File: src/sv/mjt_pkg.sv
// ----------------------------------------------------------------------------
// mjt_pkg
// Types and codes shared by the job timer table, its checker and its bench.
// ----------------------------------------------------------------------------
package mjt_pkg;

  // Command codes carried in the cmd field of an input word.
  typedef enum logic [1:0] {
    CMD_TICK    = 2'd0,
    CMD_ADD     = 2'd1,
    CMD_CANCEL  = 2'd2,
    CMD_RELEASE = 2'd3
  } cmd_e;

  // Result status codes.
  typedef enum logic [2:0] {
    ST_OK       = 3'd0,
    ST_INVALID  = 3'd1,
    ST_FULL     = 3'd2,
    ST_CANCELED = 3'd3,
    ST_BUSY     = 3'd4,
    ST_RUNNING  = 3'd5
  } status_e;

  // Life cycle of one slot.
  typedef enum logic [1:0] {
    PH_FREE   = 2'd0,
    PH_RUN    = 2'd1,
    PH_CANCEL = 2'd2,
    PH_OVER   = 2'd3
  } phase_e;

  // Sequencer states of the top level.
  typedef enum logic [2:0] {
    S_IDLE,
    S_TICK_WALK,
    S_ADD_SCAN,
    S_SLOT_RD,
    S_FINISH
  } mjt_state_e;

  localparam int unsigned PhaseW = 2;

endpackage

File: src/sv/mjt_if.sv
// ----------------------------------------------------------------------------
// mjt_in_if / mjt_out_if
// Valid/ready channels carrying command words into and result words out of
// the job timer table.
// ----------------------------------------------------------------------------
interface mjt_in_if;
  logic        valid;
  logic        ready;
  logic [1:0]  cmd;
  logic [15:0] period;
  logic        periodic;
  logic [4:0]  slot_id;

  modport source (output valid, cmd, period, periodic, slot_id, input ready);
  modport sink   (input valid, cmd, period, periodic, slot_id, output ready);
endinterface

interface mjt_out_if;
  logic        valid;
  logic        ready;
  logic [2:0]  status;
  logic [4:0]  slot_out;
  logic [31:0] expired_mask;

  modport source (output valid, status, slot_out, expired_mask, input ready);
  modport sink   (input valid, status, slot_out, expired_mask, output ready);
endinterface

File: src/sv/multi_slot_job_timer.sv
// ----------------------------------------------------------------------------
// multi_slot_job_timer
// Table of one-shot and periodic timer slots driven by tick, add, cancel and
// release commands, with the slot state held in a slot memory.
// ----------------------------------------------------------------------------
// The block takes one command word at a time and returns one result word for
// it. A tick walks every slot through the slot memory, one read and one
// write-back per cycle. An add scans the allocation flags from slot 0 one
// slot per cycle and stops at the first free slot, or at the end of the
// table when it is full. Cancel and release read the addressed slot; those
// refused at once for a bad or free slot do not read it. A result waiting in
// the output register does not stop the next command being accepted; only
// the hand-over of a further result waits for it.
// ----------------------------------------------------------------------------
module multi_slot_job_timer import mjt_pkg::*; #(
  parameter int unsigned NUM_SLOTS  = 32,
  parameter int unsigned COUNT_BITS = 16
) (
  input  logic      clk_i,
  input  logic      rst_ni,
  mjt_in_if.sink    in_i,
  mjt_out_if.source out_o
);

  localparam int unsigned IdxW     = (NUM_SLOTS > 1) ? $clog2(NUM_SLOTS) : 1;
  localparam int unsigned CntW     = $clog2(NUM_SLOTS + 1);
  localparam int unsigned FlagPos  = 2 * COUNT_BITS;
  localparam int unsigned PhaseLo  = FlagPos + 1;
  localparam int unsigned WordW    = PhaseLo + PhaseW;
  localparam logic [63:0] CountMax = (64'd1 << COUNT_BITS) - 64'd1;
  localparam logic [CntW-1:0] LastCnt = CntW'(NUM_SLOTS);

  mjt_state_e state_q, state_d;
  logic [CntW-1:0]       cnt_q, cnt_d;
  logic                  pend_q, pend_d;
  logic [IdxW-1:0]       pidx_q;
  logic [NUM_SLOTS-1:0]  busy_q, busy_d;
  logic [31:0]           mask_q, mask_d;
  status_e               status_q, status_d;
  logic [4:0]            slot_q, slot_d;

  // Captured command word.
  cmd_e                  cmd_q;
  logic [IdxW-1:0]       sid_q;
  logic [COUNT_BITS-1:0] period_q;
  logic                  periodic_q;

  // Slot memory: {phase, reload flag, reload value, ticks left}.
  logic [WordW-1:0]      slot_mem_q [NUM_SLOTS];
  logic [WordW-1:0]      rdata_q;
  logic [WordW-1:0]      wdata;
  logic [IdxW-1:0]       rd_addr;
  logic [IdxW-1:0]       wr_addr;
  logic                  we;

  // Output register.
  logic                  ovalid_q;
  status_e               ostatus_q;
  logic [4:0]            oslot_q;
  logic [31:0]           omask_q;
  logic                  load_out;

  logic                  in_ready;
  logic                  in_take;
  logic [IdxW-1:0]       sid_in;
  logic                  id_bad;
  logic                  period_bad;
  logic [IdxW-1:0]       cidx;
  phase_e                rd_phase;
  logic                  rd_flag;
  logic [COUNT_BITS-1:0] rd_ticks;
  logic [COUNT_BITS-1:0] rd_reload;
  logic [COUNT_BITS-1:0] tick_dec;

  assign in_take    = in_i.valid && in_ready;
  assign sid_in     = IdxW'(in_i.slot_id);
  assign id_bad     = 32'(in_i.slot_id) >= NUM_SLOTS;
  assign period_bad = (in_i.period == 16'd0) || ({48'd0, in_i.period} > CountMax);
  assign cidx       = cnt_q[IdxW-1:0];

  // Fields of the word read back from the slot memory.
  assign rd_phase  = phase_e'(rdata_q[PhaseLo +: PhaseW]);
  assign rd_flag   = rdata_q[FlagPos];
  assign rd_reload = rdata_q[COUNT_BITS +: COUNT_BITS];
  assign rd_ticks  = rdata_q[COUNT_BITS-1:0];
  assign tick_dec  = rd_ticks - COUNT_BITS'(1);

  // Sequencer: next state, memory access and result.
  always_comb begin
    state_d  = state_q;
    cnt_d    = cnt_q;
    pend_d   = 1'b0;
    busy_d   = busy_q;
    mask_d   = mask_q;
    status_d = status_q;
    slot_d   = slot_q;
    rd_addr  = cidx;
    wr_addr  = pidx_q;
    wdata    = rdata_q;
    we       = 1'b0;
    load_out = 1'b0;
    in_ready = 1'b0;

    unique case (state_q)
      S_IDLE: begin
        in_ready = 1'b1;
        rd_addr  = sid_in;
        if (in_i.valid) begin
          cnt_d    = '0;
          mask_d   = '0;
          slot_d   = '0;
          status_d = ST_OK;
          unique case (cmd_e'(in_i.cmd))
            CMD_TICK: begin
              state_d = S_TICK_WALK;
            end
            CMD_ADD: begin
              if (period_bad) begin
                status_d = ST_INVALID;
                state_d  = S_FINISH;
              end else begin
                state_d = S_ADD_SCAN;
              end
            end
            CMD_CANCEL, CMD_RELEASE: begin
              if (id_bad || !busy_q[sid_in]) begin
                status_d = ST_INVALID;
                state_d  = S_FINISH;
              end else begin
                state_d = S_SLOT_RD;
              end
            end
            default: begin
              state_d = S_IDLE;
            end
          endcase
        end
      end

      // Read slot cnt while slot cnt-1 is updated and written back.
      S_TICK_WALK: begin
        if (cnt_q != LastCnt) begin
          pend_d = 1'b1;
          cnt_d  = cnt_q + CntW'(1);
        end else begin
          state_d = S_FINISH;
        end
        if (pend_q && busy_q[pidx_q] && rd_phase == PH_RUN) begin
          we                    = 1'b1;
          wdata[COUNT_BITS-1:0] = tick_dec;
          if (tick_dec == '0) begin
            mask_d = mask_q | (32'd1 << pidx_q);
            if (rd_flag) begin
              wdata[COUNT_BITS-1:0] = rd_reload;
            end else begin
              wdata[PhaseLo +: PhaseW] = PH_OVER;
            end
          end
        end
      end

      // Look for the lowest free slot, one slot per cycle.
      S_ADD_SCAN: begin
        if (cnt_q == LastCnt) begin
          status_d = ST_FULL;
          state_d  = S_FINISH;
        end else if (!busy_q[cidx]) begin
          we           = 1'b1;
          wr_addr      = cidx;
          wdata        = {PH_RUN, periodic_q, period_q, period_q};
          busy_d[cidx] = 1'b1;
          slot_d       = 5'(cidx);
          status_d     = ST_OK;
          state_d      = S_FINISH;
        end else begin
          cnt_d = cnt_q + CntW'(1);
        end
      end

      // The addressed slot is in rdata_q; decide and write back.
      S_SLOT_RD: begin
        wr_addr = sid_q;
        state_d = S_FINISH;
        if (cmd_q == CMD_CANCEL) begin
          unique case (rd_phase)
            PH_CANCEL: status_d = ST_CANCELED;
            PH_OVER:   status_d = ST_BUSY;
            PH_RUN, PH_FREE: begin
              we                       = 1'b1;
              wdata[PhaseLo +: PhaseW] = PH_CANCEL;
            end
            default: status_d = ST_INVALID;
          endcase
        end else begin
          priority if (rd_flag) begin
            status_d = ST_BUSY;
          end else if (rd_phase == PH_RUN) begin
            status_d = ST_RUNNING;
          end else begin
            busy_d[sid_q] = 1'b0;
          end
        end
      end

      // Hand the result to the output register once it is free.
      S_FINISH: begin
        if (!ovalid_q || out_o.ready) begin
          load_out = 1'b1;
          state_d  = S_IDLE;
        end
      end

      default: begin
        state_d = S_IDLE;
      end
    endcase
  end

  // Control registers.
  always_ff @(posedge clk_i or negedge rst_ni) begin
    if (!rst_ni) begin
      state_q  <= S_IDLE;
      cnt_q    <= '0;
      pend_q   <= 1'b0;
      busy_q   <= '0;
      ovalid_q <= 1'b0;
    end else begin
      state_q <= state_d;
      cnt_q   <= cnt_d;
      pend_q  <= pend_d;
      busy_q  <= busy_d;
      if (load_out) begin
        ovalid_q <= 1'b1;
      end else if (out_o.ready) begin
        ovalid_q <= 1'b0;
      end
    end
  end

  // Payload registers: command capture, result and output word.
  always_ff @(posedge clk_i) begin
    pidx_q   <= cidx;
    mask_q   <= mask_d;
    status_q <= status_d;
    slot_q   <= slot_d;
    if (in_take) begin
      cmd_q      <= cmd_e'(in_i.cmd);
      sid_q      <= sid_in;
      period_q   <= COUNT_BITS'(in_i.period);
      periodic_q <= in_i.periodic;
    end
    if (load_out) begin
      ostatus_q <= status_q;
      oslot_q   <= slot_q;
      omask_q   <= mask_q;
    end
  end

  // Slot memory, one read and one write port, registered read data.
  always_ff @(posedge clk_i) begin
    rdata_q <= slot_mem_q[rd_addr];
    if (we) begin
      slot_mem_q[wr_addr] <= wdata;
    end
  end

  assign in_i.ready         = in_ready;
  assign out_o.valid        = ovalid_q;
  assign out_o.status       = ostatus_q;
  assign out_o.slot_out     = oslot_q;
  assign out_o.expired_mask = omask_q;

endmodule

File: src/flat_wrapper.sv
// flat-port wrapper written by rule: the top's interface ports become plain ports
module multi_slot_job_timer_flat import mjt_pkg::*;
#(
  parameter int unsigned NUM_SLOTS  = 32,
  parameter int unsigned COUNT_BITS = 16
)
  (clk_i, rst_ni, in_i_valid, in_i_cmd, in_i_period, in_i_periodic, in_i_slot_id, in_i_ready, out_o_valid, out_o_status, out_o_slot_out, out_o_expired_mask, out_o_ready);
  mjt_in_if in_i_i ();
  mjt_out_if out_o_i ();
  input  logic clk_i;
  input  logic rst_ni;
  input wire logic [$bits(in_i_i.valid)-1:0] in_i_valid;
  input wire logic [$bits(in_i_i.cmd)-1:0] in_i_cmd;
  input wire logic [$bits(in_i_i.period)-1:0] in_i_period;
  input wire logic [$bits(in_i_i.periodic)-1:0] in_i_periodic;
  input wire logic [$bits(in_i_i.slot_id)-1:0] in_i_slot_id;
  output wire logic [$bits(in_i_i.ready)-1:0] in_i_ready;
  output wire logic [$bits(out_o_i.valid)-1:0] out_o_valid;
  output wire logic [$bits(out_o_i.status)-1:0] out_o_status;
  output wire logic [$bits(out_o_i.slot_out)-1:0] out_o_slot_out;
  output wire logic [$bits(out_o_i.expired_mask)-1:0] out_o_expired_mask;
  input wire logic [$bits(out_o_i.ready)-1:0] out_o_ready;
  assign in_i_i.valid = in_i_valid;
  assign in_i_i.cmd = in_i_cmd;
  assign in_i_i.period = in_i_period;
  assign in_i_i.periodic = in_i_periodic;
  assign in_i_i.slot_id = in_i_slot_id;
  assign in_i_ready = in_i_i.ready;
  assign out_o_valid = out_o_i.valid;
  assign out_o_status = out_o_i.status;
  assign out_o_slot_out = out_o_i.slot_out;
  assign out_o_expired_mask = out_o_i.expired_mask;
  assign out_o_i.ready = out_o_ready;
  multi_slot_job_timer #(.NUM_SLOTS(NUM_SLOTS), .COUNT_BITS(COUNT_BITS)) u_core (.clk_i(clk_i), .rst_ni(rst_ni), .in_i(in_i_i), .out_o(out_o_i));
endmodule
File: config.mk
export PLATFORM = sky130hd
export DESIGN_NAME = multi_slot_job_timer_flat
export DESIGN_NICKNAME = d
export VERILOG_FILES = /design/src/sv/mjt_pkg.sv /design/src/sv/mjt_if.sv /design/src/sv/multi_slot_job_timer.sv /design/src/flat_wrapper.sv
export SDC_FILE = /design/constraint.sdc
export NUM_CORES = 2
export LEC_CHECK = 0
export ABC_AREA = 1
export BUFFER_PORTS_ARGS = -buffer_cell sky130_fd_sc_hd__buf_2
export CAP_MARGIN = 10
export CORE_MARGIN = 2
export CORE_UTILIZATION = 59
export DETAILED_ROUTE_END_ITERATION = 6
export HOLD_SLACK_MARGIN = 0.06
export PLACE_DENSITY = 0.75
export REMOVE_ABC_BUFFERS = 1
export SLEW_MARGIN = 20
export SYNTH_ARGS = -nofsm -noshare
export SYNTH_HDL_FRONTEND = slang
export SYNTH_SLANG_ARGS = --single-unit
File: constraint.sdc
create_clock -name clk_i -period 11.67 [get_ports clk_i]
set_input_delay 0.5835 -clock clk_i [delete_from_list [all_inputs] [get_ports clk_i]]
set_output_delay 0.5835 -clock clk_i [all_outputs]
set_load 0.02 [all_outputs]
==> reports/results.tsv <==
stage	metric	value	unit
status	outcome	complete, but fails checks	
status	violations_in_the_final_reports	DRC	
floorplanning	start_util	0.596	
run	timing.max_cap.violations	0	
cells_and_area	antenna_cells	0	
logic_synthesis	synth_simple_gate_area_share	0.118	
placement	postPlaceCellArea	0.0550	mm²
placement	replace_congestion	0.969	
logic_synthesis	synthesis.instances	4316	
worst_hold_path	timing.hold.worst_path_depth	1	
placement	hpwlAfterDp	75.5	mm
drt	drt_iter0_markers	6185	
timing	final_max_slew_viols	0	
logic_synthesis	yosysSeqAreaShare	0.719	
worst_setup_path	crit_required	12.07	ns
logic_synthesis	synth_xor_xnor_area_share	0.00191	
logic_synthesis	synth.yosys.warnings	0	
logic_synthesis	most_used_standard_cells_in_the_synthesized_netlist	sky130_fd_sc_hd__edfxtp_1 (1224), sky130_fd_sc_hd__nor2_1 (668), sky130_fd_sc_hd__nand2_1 (406)	
worst_setup_path	crit_path_start_kind	flip-flop	
clocking	tritoncts.num_buffers	132	
floorplanning	rows	110	
worst_hold_path	hold_class	in2reg	
timing	finalHoldViolations	0	
timing	fin_crit_sh	0.440	
clocking	clkSlewWorstSetupHoldPaths	0.06	ns
grt	grt_max_degree	191	
timing	finalSetupViolCount	0	
placement	io_buffers	69	
clocking	cts_setup_buffers	0	
logic_synthesis	post-synth-top-area-cell	sky130_fd_sc_hd__edfxtp_1	
power	p_leak	0.0200	µW
drt	drtAntennaViolNets	0	
clocking	clock_sink_count	1307	
power	combPwrFrac	0.349	
clocking	postCtsHoldBufs	20	
cells_and_area	layout-drive-gt1-share	0.103	
logic_synthesis	synth_top_cell_area_share	0.684	
floorplanning	design.portCount	70	
timing	setup_repair_after_global_routing_missed_its_margin	no	
grt	track_usage	0.321	
logic_synthesis	synth.cell_area	0.0537	mm²
logic_synthesis	combinational_family_with_the_most_area_after_synthesis	compound AO/OA/AOI/OAI gates	
clocking	post_cts.resized_instances	0	
drt	num_vias	37669	
timing	worst_pin_slew	1.18	ns
power	power.internal	10400	µW
clocking	clockRootBuffer	sky130_fd_sc_hd__clkbuf_16	
floorplanning	die_y	306	µm
timing	worst_case_clock_skew	0.0411	ns
drt	detail_route.wl_per_cell	27.0	µm
worst_setup_path	timing.critical_path.fanout_max	34	
logic_synthesis	syn-mean-instance-area	12.5	µm²
clocking	cts_max_level	4	
cells_and_area	layout-area-overhead-vs-synth	11.2	%
power	max-vdd-ir-drop	389	µV
floorplanning	core	0.0901	mm²
power	switching_power	6510	µW
clocking	cts_tree	done	
drt	routed_wirelength	152	mm
cells_and_area	finalInstanceArea	0.0597	mm²
logic_synthesis	ys_dominant_reg_cell	sky130_fd_sc_hd__edfxtp_1	
drt	drcViolationCount	1	
cells_and_area	fillers	6243	
floorplanning	floorplan.die.width	306	µm
logic_synthesis	yosysMostFrequentCell	sky130_fd_sc_hd__edfxtp_1	
worst_setup_path	timing.critical_path.to_type	flip-flop	
worst_setup_path	reg2regPathDepth	14	
grt	grt_pass1_wl	223	mm
timing	max_clock_freq	195	MHz
logic_synthesis	synth_compound_gate_area_share	0.120	
cells_and_area	multi_input_area	0.0133	mm²
logic_synthesis	post_synth_mux_area_share	0	
power	switching_share	0.385	
cells_and_area	area.sequential	0.0386	mm²
grt	grt_overflow_total	0	
drt	viasPerCell	6.70	
logic_synthesis	asyncSetResetFlopFracSynth	0.0329	
power	power_density	283	mW/mm²
drt	dr.pass1.iters	7	
clocking	insertion_delay	0.77	ns
worst_setup_path	critical_path_class	reg2reg	
logic_synthesis	netlist_top_cells_area	sky130_fd_sc_hd__edfxtp_1 (68%), sky130_fd_sc_hd__nor2_1 (4.7%), sky130_fd_sc_hd__o221ai_1 (4.6%)	
power	seq_power_share	0.399	
floorplanning	floorplan.die_area	0.0935	mm²
logic_synthesis	netlist-cell-type-count	51	
grt	number_of_global_route_vias_before_repair	35301	
logic_synthesis	ys_seq_elements	1307	
power	clock_power_share	0.253	
logic_synthesis	synth-edff-count	1224	
clocking	cts_max_path_buffers	3	
timing	period_needed	5.14	ns
worst_setup_path	arrival	5.54	ns
logic_synthesis	synthAdderAreaFrac	0.00140	
grt	antenna_found_initial	1	
timing	slew_headroom	0.212	
power	p_total	16900	µW
cells_and_area	finalNetCount	4370	
==> layer usage <==
| metal | track usage | wire length (µm) | vias to the layer above |
|---|---|---|---|
| met5 | 0 | 0 | - |
| met4 | 0.148 | 7110 | 0 |
| met3 | 0.0736 | 19600 | 469 |
| met2 | 0.480 | 67600 | 2844 |
| met1 | 0.453 | 57400 | 18285 |
| li1 | - | - | 16071 |
==> cells by family after synthesis <==
group / after synthesis
compound gates: 1063
fa+ha+maj: 6
flops: 1307
buf+inv: 452
simple gates: 1478
xor+xnor: 10
==> cells in the final DEF (no fill, tap or decap), drive strengths merged, types with 9 or more instances in the layout <==
cell,Yosys,routed
buf,161,158
o21ai,651,651
inv,157,167
nand2,416,416
xor2,9,9
dfxtp,40,40
nand3b,14,14
nor2,685,685
a21oi,107,107
clkbuf,131,181
dfrtp,43,43
dlygate4sd3,0,20
clkinv,3,43
nand3,290,290
bufinv,0,11
nand4,52,52
edfxtp,1224,1224
o221ai,280,280
nor3,15,15
==> sequential cells by signal, summed over array words and instances, names as in the netlist <==
| signal | cells |
|---|---|
| u_core.busy_q | 32 |
| u_core.cmd_q | 2 |
| u_core.cnt_q | 6 |
| u_core.mask_q | 32 |
| u_core.out_o.expired_mask | 32 |
| u_core.out_o.slot_out | 5 |
| u_core.out_o.status | 3 |
| u_core.out_o.valid | 1 |
| u_core.pend_q | 1 |
| u_core.period_q | 16 |
| u_core.periodic_q | 1 |
| u_core.pidx_q | 5 |
| u_core.rdata_q | 35 |
| u_core.sid_q | 5 |
| u_core.slot_mem_q | 1120 |
| u_core.slot_q | 5 |
| u_core.state_q | 3 |
| u_core.status_q | 3 |
==> critical path, stage by stage (launching register included) <==
cell and delay [ns]:
sky130_fd_sc_hd__dfrtp_1 0.66, sky130_fd_sc_hd__inv_1 0.60, sky130_fd_sc_hd__ha_1 0.47, sky130_fd_sc_hd__nand2_1 0.15, sky130_fd_sc_hd__nor2_4 0.18, sky130_fd_sc_hd__inv_2 0.10
sky130_fd_sc_hd__nand3_4 0.14, sky130_fd_sc_hd__nor2_4 0.04, sky130_fd_sc_hd__buf_4 0.29, sky130_fd_sc_hd__nand2_1 0.13, sky130_fd_sc_hd__nand3_1 0.08, sky130_fd_sc_hd__nand2_1 0.14
sky130_fd_sc_hd__nand3_1 0.34, sky130_fd_sc_hd__nor2_4 0.90, sky130_fd_sc_hd__buf_4 0.53
==> path summary, 6_finish.rpt <==
kind / from / end / slack, ns
worst min register to register: u_core.status_q[0] / u_core.out_o.status[0] / 0.42
max in group asynchronous: rst_ni / u_core.busy_q[29] / 10.84
worst min-delay path: in_i_slot_id[1] / u_core.sid_q[1] / 0.10
min in group asynchronous: rst_ni / u_core.busy_q[5] / 0.41
worst max-delay path: u_core.cnt_q[0] / u_core.slot_mem_q[8][22] / 6.53
worst max register to register: u_core.cnt_q[0] / u_core.slot_mem_q[8][22] / 6.53
==> stage by stage <==
step | cells | util | setup WS (ns) | hold slack, ns | setup TNS [ns]
2_1_floorplan | 4024 | - | -15.40 | 0.288 | -539.13
3_3_place_gp | 5348 | 0.610 | 6.73 | 0.406 | 0
3_5_place_dp | 5348 | 0.610 | 6.67 | 0.407 | 0
4_1_cts | 5611 | 0.661 | 6.65 | 0.0697 | 0
5_1_grt | 5621 | 0.663 | 6.34 | 0.0857 | 0
6_report | 5621 | 0.663 | 6.53 | 0.104 | 0
==> cell type report <==
type | count | area share
Clock buffer | 181 | 0.0613
Clock inverter | 62 | 0.0121
Inverter | 160 | 0.0104
Multi-Input combinational cell | 2557 | 0.223
Sequential cell | 1307 | 0.647
Tap cell | 1176 | 0.0246
Timing Repair Buffer | 178 | 0.0215
==> power by group through the flow <==
stage               combinational (µW)  sequential, µW  clock (µW)
floorplan                         3900            6820           0
global placement                  5450            6840           0
detailed placement                5590            6850           0
CTS                               5640            6760        4300
global route                      6360            6760        4480
finish                            5890            6740        4270
(Power assumes the default switching activity.)
